==> src/design/rwl_pkg.sv <==
// ----------------------------------------------------------------------------
// rwl_pkg
// Shared types and constants of the reader-writer lock arbiter.
// ----------------------------------------------------------------------------
package rwl_pkg;

   localparam int IdFieldW = 8;
   localparam int ReadersW = 9;
   localparam logic [ReadersW-1:0] READERS_MAX = 9'd511;

   typedef enum logic [1:0] {
      OP_ENTER_READ  = 2'd0,
      OP_EXIT_READ   = 2'd1,
      OP_ENTER_WRITE = 2'd2,
      OP_EXIT_WRITE  = 2'd3
   } rwl_op_type;

   typedef enum logic [2:0] {
      ST_GRANTED  = 3'd0,
      ST_QUEUED   = 3'd1,
      ST_RELEASED = 3'd2,
      ST_NOT_HELD = 3'd3,
      ST_FULL     = 3'd4
   } rwl_status_type;

   localparam logic KIND_SELF  = 1'b0;
   localparam logic KIND_WOKEN = 1'b1;

   // Commands from the arbiter to one wait queue.
   typedef struct packed {
      logic push;   // append the incoming id at the tail
      logic fetch;  // start a read of the head entry
      logic pop;    // drop the head entry and read the next one
   } rwl_q_ctl_type;

   // Occupancy flags of one wait queue.
   typedef struct packed {
      logic full;
      logic empty;
      logic single;
   } rwl_q_status_type;

endpackage

==> src/design/rwl_channels.sv <==
// ----------------------------------------------------------------------------
// rwl_channels
// Valid/ready channels for lock requests and lock results.
// ----------------------------------------------------------------------------
interface rwl_req_if;
   import rwl_pkg::*;

   logic                valid;
   logic                ready;
   logic [1:0]          req_type;
   logic [IdFieldW-1:0] requester_id;

   modport source (output valid, req_type, requester_id, input ready);
   modport sink   (input valid, req_type, requester_id, output ready);
endinterface

interface rwl_rsp_if;
   import rwl_pkg::*;

   logic                valid;
   logic                ready;
   logic                result_kind;
   logic [IdFieldW-1:0] client_id;
   logic                grant_as_writer;
   logic [2:0]          status;
   logic                last;

   modport source (output valid, result_kind, client_id, grant_as_writer, status, last,
                   input ready);
   modport sink   (input valid, result_kind, client_id, grant_as_writer, status, last,
                   output ready);
endinterface

==> src/design/rwl_ram.sv <==
// ----------------------------------------------------------------------------
// rwl_ram
// Simple dual-port RAM: one write port, one read port with registered data.
// ----------------------------------------------------------------------------
module rwl_ram #(
   parameter int WIDTH = 8,
   parameter int DEPTH = 16
) (
   input  logic                     clock,
   input  logic                     wr_en,
   input  logic [$clog2(DEPTH)-1:0] wr_addr,
   input  logic [WIDTH-1:0]         wr_data,
   input  logic                     rd_en,
   input  logic [$clog2(DEPTH)-1:0] rd_addr,
   output logic [WIDTH-1:0]         rd_data
);

   logic [WIDTH-1:0] mem [DEPTH];
   logic [WIDTH-1:0] rd_data_ff;

   always_ff @(posedge clock) begin
      if (wr_en) begin
         mem[wr_addr] <= wr_data;
      end
      if (rd_en) begin
         rd_data_ff <= mem[rd_addr];
      end
   end

   assign rd_data = rd_data_ff;

endmodule

==> src/design/rwl_queue.sv <==
// ----------------------------------------------------------------------------
// rwl_queue
// Circular wait queue of requester ids kept in one RAM.
// ----------------------------------------------------------------------------
module rwl_queue #(
   parameter int DEPTH = 16,
   parameter int WIDTH = 8
) (
   input  logic                      clock,
   input  logic                      reset,
   input  rwl_pkg::rwl_q_ctl_type    ctl,
   input  logic [WIDTH-1:0]          push_id,
   output rwl_pkg::rwl_q_status_type status,
   output logic [WIDTH-1:0]          head_id
);
   import rwl_pkg::*;

   localparam int PtrW = $clog2(DEPTH);
   localparam int CntW = $clog2(DEPTH + 1);
   localparam logic [PtrW-1:0] PtrLast = PtrW'(DEPTH - 1);

   logic [PtrW-1:0] head_ff, head_in;
   logic [PtrW-1:0] tail_ff, tail_in;
   logic [CntW-1:0] count_ff, count_in;
   logic [PtrW-1:0] rd_addr;

   always_comb begin
      head_in  = head_ff;
      tail_in  = tail_ff;
      count_in = count_ff;
      if (ctl.push) begin
         tail_in = (tail_ff == PtrLast) ? '0 : tail_ff + PtrW'(1);
      end
      if (ctl.pop) begin
         head_in = (head_ff == PtrLast) ? '0 : head_ff + PtrW'(1);
      end
      if (ctl.push && !ctl.pop) begin
         count_in = count_ff + CntW'(1);
      end else if (ctl.pop && !ctl.push) begin
         count_in = count_ff - CntW'(1);
      end
   end

   always_ff @(posedge clock) begin
      if (reset) begin
         head_ff  <= '0;
         tail_ff  <= '0;
         count_ff <= '0;
      end else begin
         head_ff  <= head_in;
         tail_ff  <= tail_in;
         count_ff <= count_in;
      end
   end

   // A pop reads ahead at the new head so the next id is ready in the next cycle.
   assign rd_addr = ctl.pop ? head_in : head_ff;

   rwl_ram #(
      .WIDTH (WIDTH),
      .DEPTH (DEPTH)
   ) u_ram (
      .clock   (clock),
      .wr_en   (ctl.push),
      .wr_addr (tail_ff),
      .wr_data (push_id),
      .rd_en   (ctl.fetch || ctl.pop),
      .rd_addr (rd_addr),
      .rd_data (head_id)
   );

   assign status.full   = (count_ff == CntW'(DEPTH));
   assign status.empty  = (count_ff == '0);
   assign status.single = (count_ff == CntW'(1));

   a_no_push_when_full: assert property (@(posedge clock) disable iff (reset)
      ctl.push |-> !status.full) else $error("push into a full wait queue");

   a_no_pop_when_empty: assert property (@(posedge clock) disable iff (reset)
      ctl.pop |-> !status.empty) else $error("pop from an empty wait queue");

endmodule

==> src/design/fifo_reader_writer_lock_arbiter.sv <==
// ----------------------------------------------------------------------------
// fifo_reader_writer_lock_arbiter
// Reader-writer lock with first-come wait queues for readers and writers.
// ----------------------------------------------------------------------------
// Each request beat carries an operation (enter/exit, read/write) and a
// requester id, of which the low ID_WIDTH bits are kept. Every request answers
// with one status beat for the requester itself, followed by one beat for each
// waiter that the request wakes; the last beat of a request has last set. A
// reader enters at once unless a writer is active or waiting, and a writer
// enters only when the lock is free; otherwise the requester is queued, or
// refused with a queue-full status when its queue already holds QUEUE_DEPTH
// ids. When the last reader leaves, the oldest waiting writer is granted. When
// a writer leaves, all queued readers are granted in arrival order, or, with
// no reader waiting, the oldest writer. The waiting ids live in two RAMs with
// one read port each. The woken ids are read from the queue's RAM one per
// cycle and sent as one beat per cycle while the result channel takes them;
// a stall on the result channel holds them. Results sit in an output
// register, so a new request is taken while the previous one's last beat is
// being taken.
// ----------------------------------------------------------------------------
module fifo_reader_writer_lock_arbiter #(
   parameter int QUEUE_DEPTH = 16,
   parameter int ID_WIDTH    = 8
) (
   input  logic      clock,
   input  logic      reset,
   rwl_req_if.sink   req_ch,
   rwl_rsp_if.source rsp_ch
);
   import rwl_pkg::*;

   // Ids never exceed the 8-bit field, so the stored width stops there.
   localparam int KeepW = (ID_WIDTH < IdFieldW) ? ID_WIDTH : IdFieldW;

   typedef enum logic {
      S_IDLE,
      S_WAKE
   } state_type;

   state_type            state_ff, state_in;
   logic [ReadersW-1:0]  readers_ff, readers_in;
   logic                 writer_ff, writer_in;
   logic                 wake_readers_ff, wake_readers_in;

   logic                 rsp_valid_ff, rsp_valid_in;
   logic                 kind_ff, kind_in;
   logic [IdFieldW-1:0]  client_ff, client_in;
   logic                 as_writer_ff, as_writer_in;
   rwl_status_type       status_ff, status_in;
   logic                 last_ff, last_in;

   rwl_q_ctl_type        rq_ctl, wq_ctl;
   rwl_q_status_type     rq_st, wq_st;
   logic [KeepW-1:0]     rq_head, wq_head;
   logic [KeepW-1:0]     id_kept;
   logic [KeepW-1:0]     woken_id;

   logic                 slot_free;
   logic                 accept;
   logic                 wake_go;
   rwl_op_type           op;

   // The output register can be loaded when empty or when its beat leaves now.
   assign slot_free = !rsp_valid_ff || rsp_ch.ready;
   assign req_ch.ready = (state_ff == S_IDLE) && slot_free;
   assign accept  = req_ch.valid && req_ch.ready;
   assign wake_go = (state_ff == S_WAKE) && slot_free;
   assign op      = rwl_op_type'(req_ch.req_type);
   assign id_kept = req_ch.requester_id[KeepW-1:0];
   assign woken_id = wake_readers_ff ? rq_head : wq_head;

   // Pushes only happen on enter requests and reads only on exit requests or
   // while waking, so a queue never sees a write and a read of one entry at once.
   always_comb begin
      state_in        = state_ff;
      readers_in      = readers_ff;
      writer_in       = writer_ff;
      wake_readers_in = wake_readers_ff;
      rsp_valid_in    = rsp_valid_ff && !rsp_ch.ready;
      kind_in         = kind_ff;
      client_in       = client_ff;
      as_writer_in    = as_writer_ff;
      status_in       = status_ff;
      last_in         = last_ff;
      rq_ctl          = '0;
      wq_ctl          = '0;

      if (accept) begin
         rsp_valid_in = 1'b1;
         kind_in      = KIND_SELF;
         client_in    = IdFieldW'(id_kept);
         as_writer_in = (op == OP_ENTER_WRITE) || (op == OP_EXIT_WRITE);
         status_in    = ST_GRANTED;
         last_in      = 1'b1;

         unique case (op)
            OP_ENTER_READ: begin
               if (!writer_ff && wq_st.empty) begin
                  if (readers_ff == READERS_MAX) begin
                     status_in = ST_FULL;
                  end else begin
                     readers_in = readers_ff + ReadersW'(1);
                  end
               end else if (!rq_st.full) begin
                  rq_ctl.push = 1'b1;
                  status_in   = ST_QUEUED;
               end else begin
                  status_in = ST_FULL;
               end
            end
            OP_EXIT_READ: begin
               if (readers_ff == '0) begin
                  status_in = ST_NOT_HELD;
               end else begin
                  readers_in = readers_ff - ReadersW'(1);
                  status_in  = ST_RELEASED;
                  if (readers_ff == ReadersW'(1) && !writer_ff && !wq_st.empty) begin
                     writer_in       = 1'b1;
                     wq_ctl.fetch    = 1'b1;
                     wake_readers_in = 1'b0;
                     last_in         = 1'b0;
                     state_in        = S_WAKE;
                  end
               end
            end
            OP_ENTER_WRITE: begin
               if (readers_ff == '0 && !writer_ff) begin
                  writer_in = 1'b1;
               end else if (!wq_st.full) begin
                  wq_ctl.push = 1'b1;
                  status_in   = ST_QUEUED;
               end else begin
                  status_in = ST_FULL;
               end
            end
            OP_EXIT_WRITE: begin
               if (!writer_ff) begin
                  status_in = ST_NOT_HELD;
               end else begin
                  writer_in = 1'b0;
                  status_in = ST_RELEASED;
                  if (!rq_st.empty) begin
                     rq_ctl.fetch    = 1'b1;
                     wake_readers_in = 1'b1;
                     last_in         = 1'b0;
                     state_in        = S_WAKE;
                  end else if (!wq_st.empty) begin
                     writer_in       = 1'b1;
                     wq_ctl.fetch    = 1'b1;
                     wake_readers_in = 1'b0;
                     last_in         = 1'b0;
                     state_in        = S_WAKE;
                  end
               end
            end
            default: begin
               status_in = ST_NOT_HELD;
            end
         endcase
      end else if (wake_go) begin
         // The head id already read from the RAM goes out; the pop reads the next one.
         rsp_valid_in = 1'b1;
         kind_in      = KIND_WOKEN;
         client_in    = IdFieldW'(woken_id);
         as_writer_in = !wake_readers_ff;
         status_in    = ST_GRANTED;
         if (wake_readers_ff) begin
            rq_ctl.pop = 1'b1;
            last_in    = rq_st.single;
            if (readers_ff != READERS_MAX) begin
               readers_in = readers_ff + ReadersW'(1);
            end
         end else begin
            wq_ctl.pop = 1'b1;
            last_in    = 1'b1;
         end
         if (last_in) begin
            state_in = S_IDLE;
         end
      end
   end

   always_ff @(posedge clock) begin
      if (reset) begin
         state_ff        <= S_IDLE;
         readers_ff      <= '0;
         writer_ff       <= 1'b0;
         wake_readers_ff <= 1'b0;
         rsp_valid_ff    <= 1'b0;
      end else begin
         state_ff        <= state_in;
         readers_ff      <= readers_in;
         writer_ff       <= writer_in;
         wake_readers_ff <= wake_readers_in;
         rsp_valid_ff    <= rsp_valid_in;
      end
      kind_ff      <= kind_in;
      client_ff    <= client_in;
      as_writer_ff <= as_writer_in;
      status_ff    <= status_in;
      last_ff      <= last_in;
   end

   rwl_queue #(
      .DEPTH (QUEUE_DEPTH),
      .WIDTH (KeepW)
   ) u_reader_queue (
      .clock   (clock),
      .reset   (reset),
      .ctl     (rq_ctl),
      .push_id (id_kept),
      .status  (rq_st),
      .head_id (rq_head)
   );

   rwl_queue #(
      .DEPTH (QUEUE_DEPTH),
      .WIDTH (KeepW)
   ) u_writer_queue (
      .clock   (clock),
      .reset   (reset),
      .ctl     (wq_ctl),
      .push_id (id_kept),
      .status  (wq_st),
      .head_id (wq_head)
   );

   assign rsp_ch.valid           = rsp_valid_ff;
   assign rsp_ch.result_kind     = kind_ff;
   assign rsp_ch.client_id       = client_ff;
   assign rsp_ch.grant_as_writer = as_writer_ff;
   assign rsp_ch.status          = status_ff;
   assign rsp_ch.last            = last_ff;

   a_exclusive_hold: assert property (@(posedge clock) disable iff (reset)
      !(writer_ff && readers_ff != '0)) else $error("writer and readers hold the lock");

   a_wake_has_waiter: assert property (@(posedge clock) disable iff (reset)
      (state_ff == S_WAKE) |-> (wake_readers_ff ? !rq_st.empty : !wq_st.empty))
      else $error("waking from an empty queue");

   a_request_answered: assert property (@(posedge clock) disable iff (reset)
      accept |=> rsp_valid_ff && kind_ff == KIND_SELF)
      else $error("accepted request produced no status beat");

   a_woken_granted: assert property (@(posedge clock) disable iff (reset)
      (rsp_valid_ff && kind_ff == KIND_WOKEN) |-> status_ff == ST_GRANTED)
      else $error("woken waiter beat without a grant");

endmodule
==> src/flat_wrapper.sv <==
// flat-port wrapper written by rule: the top's interface ports become plain ports
module fifo_reader_writer_lock_arbiter_flat import rwl_pkg::*;
#(
   parameter int QUEUE_DEPTH = 16,
   parameter int ID_WIDTH    = 8
)
  (clock, reset, req_ch_valid, req_ch_req_type, req_ch_requester_id, req_ch_ready, rsp_ch_valid, rsp_ch_result_kind, rsp_ch_client_id, rsp_ch_grant_as_writer, rsp_ch_status, rsp_ch_last, rsp_ch_ready);
  rwl_req_if req_ch_i ();
  rwl_rsp_if rsp_ch_i ();
  input  logic clock;
  input  logic reset;
  input wire logic [$bits(req_ch_i.valid)-1:0] req_ch_valid;
  input wire logic [$bits(req_ch_i.req_type)-1:0] req_ch_req_type;
  input wire logic [$bits(req_ch_i.requester_id)-1:0] req_ch_requester_id;
  output wire logic [$bits(req_ch_i.ready)-1:0] req_ch_ready;
  output wire logic [$bits(rsp_ch_i.valid)-1:0] rsp_ch_valid;
  output wire logic [$bits(rsp_ch_i.result_kind)-1:0] rsp_ch_result_kind;
  output wire logic [$bits(rsp_ch_i.client_id)-1:0] rsp_ch_client_id;
  output wire logic [$bits(rsp_ch_i.grant_as_writer)-1:0] rsp_ch_grant_as_writer;
  output wire logic [$bits(rsp_ch_i.status)-1:0] rsp_ch_status;
  output wire logic [$bits(rsp_ch_i.last)-1:0] rsp_ch_last;
  input wire logic [$bits(rsp_ch_i.ready)-1:0] rsp_ch_ready;
  assign req_ch_i.valid = req_ch_valid;
  assign req_ch_i.req_type = req_ch_req_type;
  assign req_ch_i.requester_id = req_ch_requester_id;
  assign req_ch_ready = req_ch_i.ready;
  assign rsp_ch_valid = rsp_ch_i.valid;
  assign rsp_ch_result_kind = rsp_ch_i.result_kind;
  assign rsp_ch_client_id = rsp_ch_i.client_id;
  assign rsp_ch_grant_as_writer = rsp_ch_i.grant_as_writer;
  assign rsp_ch_status = rsp_ch_i.status;
  assign rsp_ch_last = rsp_ch_i.last;
  assign rsp_ch_i.ready = rsp_ch_ready;
  fifo_reader_writer_lock_arbiter #(.QUEUE_DEPTH(QUEUE_DEPTH), .ID_WIDTH(ID_WIDTH)) u_core (.clock(clock), .reset(reset), .req_ch(req_ch_i), .rsp_ch(rsp_ch_i));
endmodule
==> config.mk <==
export PLATFORM = sky130hd
export DESIGN_NAME = fifo_reader_writer_lock_arbiter_flat
export DESIGN_NICKNAME = d
export VERILOG_FILES = /design/src/design/rwl_pkg.sv /design/src/design/rwl_channels.sv /design/src/design/rwl_ram.sv /design/src/design/rwl_queue.sv /design/src/design/fifo_reader_writer_lock_arbiter.sv /design/src/flat_wrapper.sv
export SDC_FILE = /design/constraint.sdc
export NUM_CORES = 1
export LEC_CHECK = 0
export ABC_CLOCK_PERIOD_IN_PS = 4500
export BUFFER_PORTS_ARGS = -buffer_cell sky130_fd_sc_hd__buf_2
export CAP_MARGIN = 15
export CORE_MARGIN = 1
export CORE_UTILIZATION = 35
export CTS_CLUSTER_DIAMETER = 80
export DETAILED_ROUTE_END_ITERATION = 10
export GPL_TIMING_DRIVEN = 0
export MAX_ROUTING_LAYER = met4
export PLACE_DENSITY = 0.51
export SYNTH_ARGS = -nofsm -noshare
export SYNTH_HDL_FRONTEND = slang
export SYNTH_SLANG_ARGS = --single-unit
==> constraint.sdc <==
create_clock -name clock -period 4.5 [get_ports clock]
set_clock_uncertainty 0.2 [all_clocks]
set_input_delay 1.35 -clock clock [delete_from_list [all_inputs] [get_ports clock]]
set_output_delay 1.35 -clock clock [all_outputs]
set_load 0.05 [all_outputs]
==> results of run 1 <==
per-layer routing:
metal,routed length [µm],vias up,GRT usage (%),share of wire (%)
li1,-,5353,-,-
met1,21500,5833,29.2,45
met2,21200,526,31.0,45
met3,3670,79,3.41,7.7
met4,1140,0,6.22,2.4
met5,0,-,-,0
cells by family (layout without fill, tap and decap cells):
group | Yosys count | count (layout) | synth area share (%)
flip-flops | 325 | 325 | 58.7
AND/OR/NAND/NOR | 424 | 424 | 12.3
AO/OA/AOI/OAI | 313 | 313 | 14.2
adder cells (fa/ha/maj) | 21 | 21 | 1.65
buffers and inverters | 142 | 242 | 3.84
multiplexers | 111 | 111 | 8.46
XOR/XNOR | 14 | 14 | 0.769
critical path, stage by stage:
cell	delay, ps
sky130_fd_sc_hd__buf_2	120
sky130_fd_sc_hd__nor2b_1	180
sky130_fd_sc_hd__buf_2	340
sky130_fd_sc_hd__buf_2	510
sky130_fd_sc_hd__nor2_1	70
sky130_fd_sc_hd__buf_2	220
flip-flops by register name, summed over array words and instances (netlist names), 3 cells and up, named ones only:
register,flops
u_core.u_reader_queue.u_ram.mem,128
u_core.u_writer_queue.u_ram.mem,128
u_core.u_reader_queue.count_ff,5
u_core.u_writer_queue.tail_ff,4
u_core.rsp_ch.status,3
u_core.rsp_ch.client_id,8
u_core.u_writer_queue.u_ram.rd_data,8
u_core.readers_ff,9
u_core.u_reader_queue.u_ram.rd_data,8
u_core.u_writer_queue.count_ff,5
u_core.u_reader_queue.tail_ff,4
repair_timing:
action | in CTS | in global routing
endpoints found under the hold margin | 0 | 0
hold buffers | 0 | 0
setup buffers | 0 | 0
setup endpoints to repair | 1 | 0
how the worst max path moves through the flow:
| stage | end | depth (start not counted) | startpoint | slack, ps |
|---|---|---|---|---|
| global route | req_ch_ready | 6 | rsp_ch_ready | 80 |
| finish | req_ch_ready | 6 | rsp_ch_ready | 140 |
| floorplan | req_ch_ready | 5 | rsp_ch_ready | 370 |
| CTS | req_ch_ready | 6 | rsp_ch_ready | 160 |
| global placement | u_core.u_reader_queue.u_ram.mem[7][3]$_DFFE_PP_ | 7 | rsp_ch_ready | -530 |
| detailed placement | req_ch_ready | 7 | rsp_ch_ready | -230 |
synth_stat cells (28+ instances only):
cell	count
sky130_fd_sc_hd__a211oi_1	49
sky130_fd_sc_hd__a21oi_1	28
sky130_fd_sc_hd__a311oi_1	51
sky130_fd_sc_hd__a31oi_1	38
sky130_fd_sc_hd__clkbuf_1	61
sky130_fd_sc_hd__dfxtp_1	40
sky130_fd_sc_hd__edfxtp_1	285
sky130_fd_sc_hd__inv_1	38
sky130_fd_sc_hd__mux2i_1	56
sky130_fd_sc_hd__nand2_1	169
sky130_fd_sc_hd__nand3_1	60
sky130_fd_sc_hd__nor2_1	92
sky130_fd_sc_hd__o21ai_0	43
final cells by class:
type / instances / area share (%)
clock buffer: 46 / 5.39
buffer: 100 / 2.53
tap: 592 / 4.12
timing repair buffer: 39 / 1.11
multi-input combinational: 883 / 33.3
inverter: 41 / 0.856
sequential: 325 / 52.0
clock inverter: 16 / 0.654
through the flow:
step	util (%)	hold WS, ps	cell area, µm²	setup slack (ps)
4_1_cts	40.3	279	18000	159
6_report	40.3	273	18000	137
2_1_floorplan	-	280	15900	374
5_1_grt	40.3	313	18000	76.4
3_3_place_gp	37.7	250	16800	-531
3_5_place_dp	37.9	255	16900	-235
power by group:
part | internal [mW] | switching, mW
Combinational | 0.0775 | 0.216
Sequential | 3.30 | 0.0139
Clock | 1.58 | 1.21
==> implementation parameters, run 1 <==
Parameter                              Value

Status
  Result of the run    finished clean

GRT
  Wire length of the first global-routing pass    70700 µm
  Total track usage    20.8%
  Antenna violations before repair    0
  Remaining global-route overflow    0
  Largest net degree at the start of global routing    34
  Vias in the first global route    11.2k

Placed design
  Instance count after placement with tap cells included    1981
  Global placement routability congestion    0.922
  IO buf count    29
  Half-perimeter wire length after detailed placement    32300 µm

STA
  Clock period minus final worst setup slack    4360 ps
  Fin. Hold Viols    0
  Unrepaired setup endpoints after global routing    false
  Worst-margin pin slew    1220 ps
  Max Clk Rate    229 MHz
  Max Slew Vio Count    0
  Max-slew headroom    18.3%
  Final clock period utilization by the worst path    96.9%
  Setup Total Neg Slack    0 ps
  Number of setup violations in the final report    0

Route
  Routed WL    47500 µm
  Wirelength per Cell    23.3 µm
  Antenna-violating nets left    0
  Initial detailed-routing violation count    1332
  Total number of vias    11.8k
  Final routed DRC violation total    0
  Detailed-route vias per instance    5.77
  Detailed-routing iteration count for the pre-antenna-repair pass    6

Logic synthesis
  Post-synth net total    1385
  Syn avg cell area    11.8 µm²
  Fraction of the yosys area taken by sequential cells    58.7%
  Area share of the largest cell type after synthesis    53.7%
  Ranking of synthesized cells by area    sky130_fd_sc_hd__edfxtp_1 54%, sky130_fd_sc_hd__dfxtp_1 5.0%, sky130_fd_sc_hd__nand2_1 4.0%, sky130_fd_sc_hd__mux2i_1 3.5%, sky130_fd_sc_hd__a311oi_1 2.8%
  Library cell occupying the most area in the post-synthesis netlist    sky130_fd_sc_hd__edfxtp_1
  Number of warnings reported in the yosys synthesis log    0
  Post-Synthesis Cell Area    15900 µm²
  Post-synth EDFFs    285
  Yosys reg bits    325
  Fraction of registers with async set or reset after synthesis    0%
  Gate count after technology mapping    1350
  Number of distinct standard cells referenced by the synthesized netlist    77
  Most used flip-flop cell after synthesis    sky130_fd_sc_hd__edfxtp_1

Cells and area
  Final-stage net count    1462
  Final non-filler cell total    2042
  Leading cell type in the layout, fill and taps excluded    sky130_fd_sc_hd__edfxtp_1
  Area added between synthesis and finish    12.8%
  Share of post-route cells with drive strength above 1    12.1%
  Area used by multi-input combinational logic    5990 µm²
  Filler Cells Inserted    4181
  FF/Latch Area    9360 µm²
  Antenna Diode Count    0
  Commonest cells after routing, fill and taps aside    285 x sky130_fd_sc_hd__edfxtp_1, 169 x sky130_fd_sc_hd__nand2_1, 92 x sky130_fd_sc_hd__nor2_1

Floorplanning
  Full die area    46400 µm²
  Starting Density    35.7%
  Placeable Area    44600 µm²
  Placement row count    77
  Y dimension of the die    215 µm
  Die X    215 µm
  Number of placed I/O pins    30

Setup path
  Worst endpoint data arrival time    2810 ps
  Crit end category    output port
  Worst setup path category    input pin to output port
  Worst-case register-to-register setup slack    760 ps
  Startpoint type of the worst setup path    input pin
  Maximum net fanout on the critical path    19
  RR Endpoint    u_core.u_reader_queue.u_ram.rd_data[4]$_DFFE_PP_
  Worst path required time    2950 ps
  R2R depth    11

CTS
  Cell at the root of the clock tree    sky130_fd_sc_hd__clkbuf_16
  Maximum number of buffers from clock root to sink    3
  Number of sinks on the clock net    325
  Number of instances resized during post-cts repair    0
  Max H-tree Level    2
  Source-to-sink clock delay at the later pin of the worst-skew pair    540 ps
  CTS tree    yes
  CTS clock-pin slew for the worst setup and hold paths    60 ps
  TritonCTS buffer count    37

Min path
  Worst Hold Depth    1
  Worst min-delay path class    register to register
  Source of the worst hold timing path    u_core.rsp_ch.result_kind$_SDFFE_PP0N_
  Terminating pin of the worst hold path    u_core.rsp_ch.result_kind$_SDFFE_PP0N_

Pwr
  Power Density    356 nW/µm²
  Pleak    5.81 nW
  Max VDD drop    0.000197 V
  Final Total Pwr    6.40 mW

Run
  Max-cap check violation count    0
Note: power is estimated with default switching activity, not from simulation.
==> run 2: changes to the inputs <==
- BUFFER_PORTS_ARGS: -buffer_cell sky130_fd_sc_hd__buf_2 -> not set
- DONT_BUFFER_PORTS: not set -> 1
- PLACE_DENSITY: 0.51 -> 0.48
- RECOVER_POWER: not set -> 100
==> run 2 against run 1 <==
Against the previous run: the run now ends with max-capacitance violations, max-slew violations left; clock power is 6% higher; sequential cell count stayed put; design area is 0.81% lower; sequential share of layout area is 0.42 points higher.
==> implementation parameters, run 2 (same netlist as run 1, synthesis figures left out) <==
Parameter                              Value

Pwr
  Pleak    5.68 nW (was 5.81 nW)
  Max VDD drop    0.000226 V (was 0.000197 V)
  Power Density    366 nW/µm² (was 356 nW/µm²)

Route
  Wirelength per Cell    24.1 µm (was 23.3 µm)
  Initial detailed-routing violation count    1210 (was 1332)
  Detailed-routing iteration count for the pre-antenna-repair pass    5 (was 6)
  Total number of vias    11.6k (was 11.8k)
  Final routed DRC violation total    0 (unchanged)
  Routed WL    48500 µm (was 47500 µm)
  Detailed-route vias per instance    5.75 (was 5.77)
  Antenna-violating nets left    0 (unchanged)

Min path
  Source of the worst hold timing path    u_core.readers_ff[8]$_SDFFE_PP0P_ (was u_core.rsp_ch.result_kind$_SDFFE_PP0N_)
  Worst min-delay path class    register to register (unchanged)
  Terminating pin of the worst hold path    u_core.readers_ff[8]$_SDFFE_PP0P_ (was u_core.rsp_ch.result_kind$_SDFFE_PP0N_)
  Worst Hold Depth    2 (was 1)

GRT
  Largest net degree at the start of global routing    34 (unchanged)
  Remaining global-route overflow    0 (unchanged)
  Vias in the first global route    11.3k (was 11.2k)
  Wire length of the first global-routing pass    72600 µm (was 70700 µm)
  Total track usage    21.6% (was 20.8%)
  Antenna violations before repair    1 (was 0)

STA
  Fin. Hold Viols    0 (unchanged)
  Final clock period utilization by the worst path    94.7% (was 96.9%)
  Hold Slack    331 ps (was 273 ps)
  Max-slew headroom    -9.55% (was 18.3%)
  Unrepaired setup endpoints after global routing    false (unchanged)
  Max Clk Rate    235 MHz (was 229 MHz)
  Max Slew Vio Count    19 (was 0)
  Fin worst setup slack    238 ps (was 137 ps)
  Worst-margin pin slew    1620 ps (was 1220 ps)
  Number of setup violations in the final report    0 (unchanged)
  Clock period minus final worst setup slack    4260 ps (was 4360 ps)

Cells and area
  Share of post-route cells with drive strength above 1    9.21% (was 12.1%)
  Final non-filler cell total    2014 (was 2042)
  Antenna Diode Count    0 (unchanged)
  Final-stage net count    1430 (was 1462)
  Area added between synthesis and finish    11.9% (was 12.8%)
  Filler Cells Inserted    4213 (was 4181)
  Commonest cells after routing, fill and taps aside    285 x sky130_fd_sc_hd__edfxtp_1, 169 x sky130_fd_sc_hd__nand2_1, 92 x sky130_fd_sc_hd__nor2_1 (unchanged)
  Post-route cell area    17800 µm² (was 18000 µm²)
  Leading cell type in the layout, fill and taps excluded    sky130_fd_sc_hd__edfxtp_1 (unchanged)
  Largest registers    u_core.u_reader_queue.u_ram.mem (128), u_core.u_writer_queue.u_ram.mem (128), u_core.readers_ff (9) (unchanged)

Setup path
  RR Endpoint    u_core.u_writer_queue.u_ram.rd_data[7]$_DFFE_PP_ (was u_core.u_reader_queue.u_ram.rd_data[4]$_DFFE_PP_)
  Worst setup path category    register to output port (was input pin to output port)
  Maximum net fanout on the critical path    19 (unchanged)
  Startpoint type of the worst setup path    register (was input pin)
  Worst endpoint data arrival time    2710 ps (was 2810 ps)
  Source of the worst register-to-register timing path    u_core.rsp_ch.valid$_SDFF_PP0_
  R2R depth    8 (was 11)
  Worst-case register-to-register setup slack    400 ps (was 760 ps)
  Worst path required time    2950 ps (about the same)
  Crit end category    output port (unchanged)

Floorplanning
  Placement row count    77 (unchanged)
  Placeable Area    44600 µm² (unchanged)
  Number of placed I/O pins    30 (unchanged)
  Full die area    46400 µm² (unchanged)
  Starting Density    35.7% (unchanged)
  Die X    215 µm (unchanged)
  Y dimension of the die    215 µm (unchanged)

Placed design
  Instance count after placement with tap cells included    1948 (was 1981)
  Dpl ws    -245 ps (was -235 ps)
  Cell Area, Placed    16700 µm² (was 16900 µm²)
  IO buf count    0 (was 29)
  Half-perimeter wire length after detailed placement    32900 µm (was 32300 µm)
  Global placement routability congestion    0.888 (was 0.922)

CTS
  CTS tree    yes (unchanged)
  Max H-tree Level    2 (unchanged)
  Count of hold-fix buffers inserted at cts    0 (unchanged)
  Number of instances resized during post-cts repair    0 (unchanged)
  Cell at the root of the clock tree    sky130_fd_sc_hd__clkbuf_16 (unchanged)
  TritonCTS buffer count    37 (unchanged)
  Buffer count from post-CTS setup fixing    0 (unchanged)
  Number of sinks on the clock net    325 (unchanged)
  Source-to-sink clock delay at the later pin of the worst-skew pair    560 ps (was 540 ps)
  CTS clock-pin slew for the worst setup and hold paths    50 ps (was 60 ps)
  Maximum number of buffers from clock root to sink    3 (unchanged)

Run
  Max-cap check violation count    2 (was 0)

Status
  Result of the run    finished, violations left (was finished clean)
  Failing checks    max-capacitance violations, max-slew violations
[run 2: changes by cell type in the layout (fill, tap and decap cells not counted), moves of 2 or more]
cell,change
sky130_fd_sc_hd__a21oi_2,-2
sky130_fd_sc_hd__clkbuf_1,+11
sky130_fd_sc_hd__o21ai_0,+3
sky130_fd_sc_hd__inv_6,+2
sky130_fd_sc_hd__buf_4,-3
sky130_fd_sc_hd__clkbuf_8,+3
sky130_fd_sc_hd__a21oi_1,+3
sky130_fd_sc_hd__clkinvlp_4,-3
sky130_fd_sc_hd__nor3_2,+2
sky130_fd_sc_hd__clkinv_1,-2
sky130_fd_sc_hd__buf_2,-37
sky130_fd_sc_hd__o21ai_1,-3
[run 2: power by group]
part	switching (mW)	internal, mW
registers	0.0445	3.30
clock network	1.24	1.74
logic	0.131	0.0650
[run 2: stage by stage]
stage | util [%] | power, mW | setup TNS (ps)
2_1_floorplan | - | 3.54 | 0
3_3_place_gp | 37.4 | 3.61 | -32200
3_5_place_dp | 37.5 | 3.61 | -7670
4_1_cts | 40.2 | 6.58 | 0
5_1_grt | 40.0 | 6.70 | 0
6_report | 40.0 | 6.52 | 0
[run 2: how the worst max path moves through the flow]
stage / start / end / slack (ps) / depth (start not counted)
finish: u_core.rsp_ch.valid$_SDFF_PP0_ / req_ch_ready / 240 / 4
global route: register / u_core.u_reader_queue.u_ram.rd_data[7]$_DFFE_PP_ / 100 / 9
CTS: u_core.rsp_ch.valid$_SDFF_PP0_ / req_ch_ready / 200 / 4
detailed placement: rsp_ch_ready / req_ch_ready / -250 / 5
global placement: rsp_ch_ready / u_core.u_reader_queue.u_ram.mem[0][4]$_DFFE_PP_ / -510 / 7
floorplan: rsp_ch_ready / req_ch_ready / 370 / 5
[run 2: area by class of cell]
class	count	area (µm²)	share of cell area, %
multi-input combinational	883	5930	33.2
buffer	100	449	2.52
clock buffer	53	1050	5.87
sequential	325	9360	52.5
timing repair buffer	7	28.8	0.161
inverter	41	154	0.863
clock inverter	13	130	0.729
tap	592	741	4.15
[run 2: routing by layer]
layer | vias up | part of all wire [%] | GRT usage, %
met1 | 5778 | 46 | 29.9
met5 | - | 0 | -
li1 | 5270 | - | -
met3 | 73 | 8.1 | 4.62
met2 | 458 | 44 | 31.9
met4 | 0 | 2.5 | 6.19
[run 2: worst max-delay path, cell delays in order (launching register included)]
cell                      delay [ps]
sky130_fd_sc_hd__dfxtp_1         700
sky130_fd_sc_hd__nor2b_1         270
sky130_fd_sc_hd__buf_2           330
sky130_fd_sc_hd__buf_2           500
sky130_fd_sc_hd__nor2_1          350
==> run 3: changes to the inputs <==
- PLACE_DENSITY: 0.48 -> not set
==> run 3 against run 2 <==
Against the previous run: the run still ends with max-capacitance violations, max-slew violations left; largest cell class unchanged; design area shrank 0.12%; wire length shrank 5.2%; hold slack lost 3.9 ps; critical path type is now input pin to output port.
==> implementation parameters, run 3 (same netlist as run 1, synthesis figures left out) <==
Parameter                              Value

Status
  Result of the run    finished, violations left (unchanged)
  Failing checks    max-capacitance violations, max-slew violations (unchanged)

Placed design
  IO buf count    0 (unchanged)
  Dpl ws    -357 ps (was -245 ps)
  Global placement routability congestion    0.943 (was 0.888)
  Half-perimeter wire length after detailed placement    31000 µm (was 32900 µm)

CTS
  Max H-tree Level    2 (unchanged)
  Number of sinks on the clock net    325 (unchanged)
  Maximum number of buffers from clock root to sink    3 (unchanged)
  CTS tree    yes (unchanged)
  Number of instances resized during post-cts repair    0 (unchanged)
  Buffer count from post-CTS setup fixing    0 (unchanged)
  TritonCTS buffer count    36 (was 37)
  Cell at the root of the clock tree    sky130_fd_sc_hd__clkbuf_16 (unchanged)
  CTS clock-pin slew for the worst setup and hold paths    60 ps (was 50 ps)
  Count of hold-fix buffers inserted at cts    0 (unchanged)
  Source-to-sink clock delay at the later pin of the worst-skew pair    540 ps (was 560 ps)

Route
  Detailed-routing iteration count for the pre-antenna-repair pass    7 (was 5)
  Wirelength per Cell    22.8 µm (was 24.1 µm)
  Routed WL    46000 µm (was 48500 µm)
  Total number of vias    11.8k (was 11.6k)
  Initial detailed-routing violation count    1402 (was 1210)
  Final routed DRC violation total    0 (unchanged)
  Antenna-violating nets left    0 (unchanged)
  Detailed-route vias per instance    5.86 (was 5.75)

Setup path
  Worst endpoint data arrival time    2870 ps (was 2710 ps)
  Biggest cell delay along the critical path    490 ps (was 700 ps)
  Maximum net fanout on the critical path    19 (unchanged)
  Worst setup path category    input pin to output port (was register to output port)
  Worst path required time    2950 ps (about the same)
  Crit. Startpoint    rsp_ch_ready (was u_core.rsp_ch.valid$_SDFF_PP0_)
  Crit end category    output port (unchanged)
  CP max stage cell    sky130_fd_sc_hd__buf_2 (was sky130_fd_sc_hd__dfxtp_1)
  Startpoint type of the worst setup path    input pin (was register)
  Most common cell on crit path    sky130_fd_sc_hd__buf_2 (unchanged)
  Cell-by-cell listing of the critical path    nor2b_1 -> buf_2 -> buf_2 -> nor2_1 (unchanged)

Floorplanning
  Placement row count    77 (unchanged)
  Y dimension of the die    215 µm (unchanged)
  Full die area    46400 µm² (unchanged)
  Starting Density    35.7% (unchanged)
  Number of placed I/O pins    30 (unchanged)
  Die X    215 µm (unchanged)
  Placeable Area    44600 µm² (unchanged)

Cells and area
  Filler Cells Inserted    4237 (was 4213)
  Largest registers    u_core.u_reader_queue.u_ram.mem (128), u_core.u_writer_queue.u_ram.mem (128), u_core.readers_ff (9) (unchanged)
  Commonest cells after routing, fill and taps aside    285 x sky130_fd_sc_hd__edfxtp_1, 169 x sky130_fd_sc_hd__nand2_1, 93 x sky130_fd_sc_hd__nor2_1 (was 285 x sky130_fd_sc_hd__edfxtp_1, 169 x sky130_fd_sc_hd__nand2_1, 92 x sky130_fd_sc_hd__nor2_1)
  Antenna Diode Count    0 (unchanged)
  Final-stage net count    1430 (unchanged)
  Leading cell type in the layout, fill and taps excluded    sky130_fd_sc_hd__edfxtp_1 (unchanged)
  Area added between synthesis and finish    11.8% (was 11.9%)
  Share of post-route cells with drive strength above 1    9.08% (was 9.21%)

Min path
  Worst min-delay path class    register to register (unchanged)
  Source of the worst hold timing path    u_core.readers_ff[8]$_SDFFE_PP0P_ (unchanged)

STA
  Fin worst setup slack    82.8 ps (was 238 ps)
  Max Slew Vio Count    10 (was 19)
  Fin. Hold Viols    0 (unchanged)
  Max Clk Rate    226 MHz (was 235 MHz)
  Setup Total Neg Slack    0 ps (unchanged)
  Number of setup violations in the final report    0 (unchanged)
  Worst-margin pin slew    1680 ps (was 1620 ps)
  Unrepaired setup endpoints after global routing    false (unchanged)
  Clock period minus final worst setup slack    4420 ps (was 4260 ps)
  Max-slew headroom    -13.8% (was -9.55%)
  Final clock period utilization by the worst path    98.2% (was 94.7%)

GRT
  Antenna violations before repair    0 (was 1)
  Remaining global-route overflow    0 (unchanged)
  Wire length of the first global-routing pass    69000 µm (was 72600 µm)
  Vias in the first global route    11.3k (about the same)
  Total track usage    20.0% (was 21.6%)
  Largest net degree at the start of global routing    34 (unchanged)

Pwr
  Max VDD drop    0.000221 V (was 0.000226 V)
  Power Density    362 nW/µm² (was 366 nW/µm²)
  Pleak    5.68 nW (about the same)

Run
  Max-cap check violation count    1 (was 2)
## run 3: cell count changes in the layout (fill, tap and decap cells not counted), moves of 3 or more
cell,before,now
sky130_fd_sc_hd__buf_2,23,19
sky130_fd_sc_hd__clkbuf_1,79,74
sky130_fd_sc_hd__clkbuf_2,2,5
sky130_fd_sc_hd__clkinv_1,3,7
## run 3: routing by layer
layer / vias up / global-route usage, % / routed length [µm]
li1: 5280 / - / -
met2: 602 / 30.8 / 20900
met4: 0 / 6.41 / 1340
met5: - / - / 0
met3: 103 / 3.44 / 3910
met1: 5817 / 27.0 / 19900
## run 3: final timing paths
check	endpoint	slack [ps]	cells past startpoint
hold reg to reg	u_core.readers_ff[8]$_SDFFE_PP0P_	330	2
setup reg to reg	u_core.u_reader_queue.u_ram.rd_data[3]$_DFFE_PP_	310	9
hold / removal	u_core.readers_ff[8]$_SDFFE_PP0P_	330	2
setup / recovery	req_ch_ready	80	4
## run 3: cell type report
cell class | instances | area [µm²] | share of cell area [%]
repair buffers | 8 | 36.3 | 0.204
inverters | 41 | 154 | 0.864
plain buffers | 100 | 444 | 2.49
multi-input cells | 883 | 5930 | 33.3
flip-flops and latches | 325 | 9360 | 52.5
well taps | 592 | 741 | 4.16
clock buffers | 44 | 961 | 5.39
clock inverters | 20 | 194 | 1.09
## run 3: worst max-delay path, delay by kind of cell
| kind | cells | cell delay, ps |
|---|---|---|
| AND/OR/NAND/NOR | 2 | 630 |
| buffers and inverters | 2 | 870 |
## run 3: per-stage QoR
stage               power [mW]  area, µm²  util [%]  cells  hold WS, ps
finish                    6.45      17800      39.9   2013          327
global route              6.63      17800      39.9   2013          353
CTS                       6.49      17900      40.1   2011          325
detailed placement        3.60      16700      37.5   1948          317
global placement          3.60      16700      37.4   1942          305
floorplan                 3.54      15900         -   1350          280
## run 3: where the power goes
group | internal (mW) | switching (mW) | leakage [nW]
combinational | 0.0648 | 0.128 | 2.21
clock | 1.70 | 1.22 | 0.571
sequential | 3.30 | 0.0436 | 2.89
total | 5.06 | 1.39 | 5.68
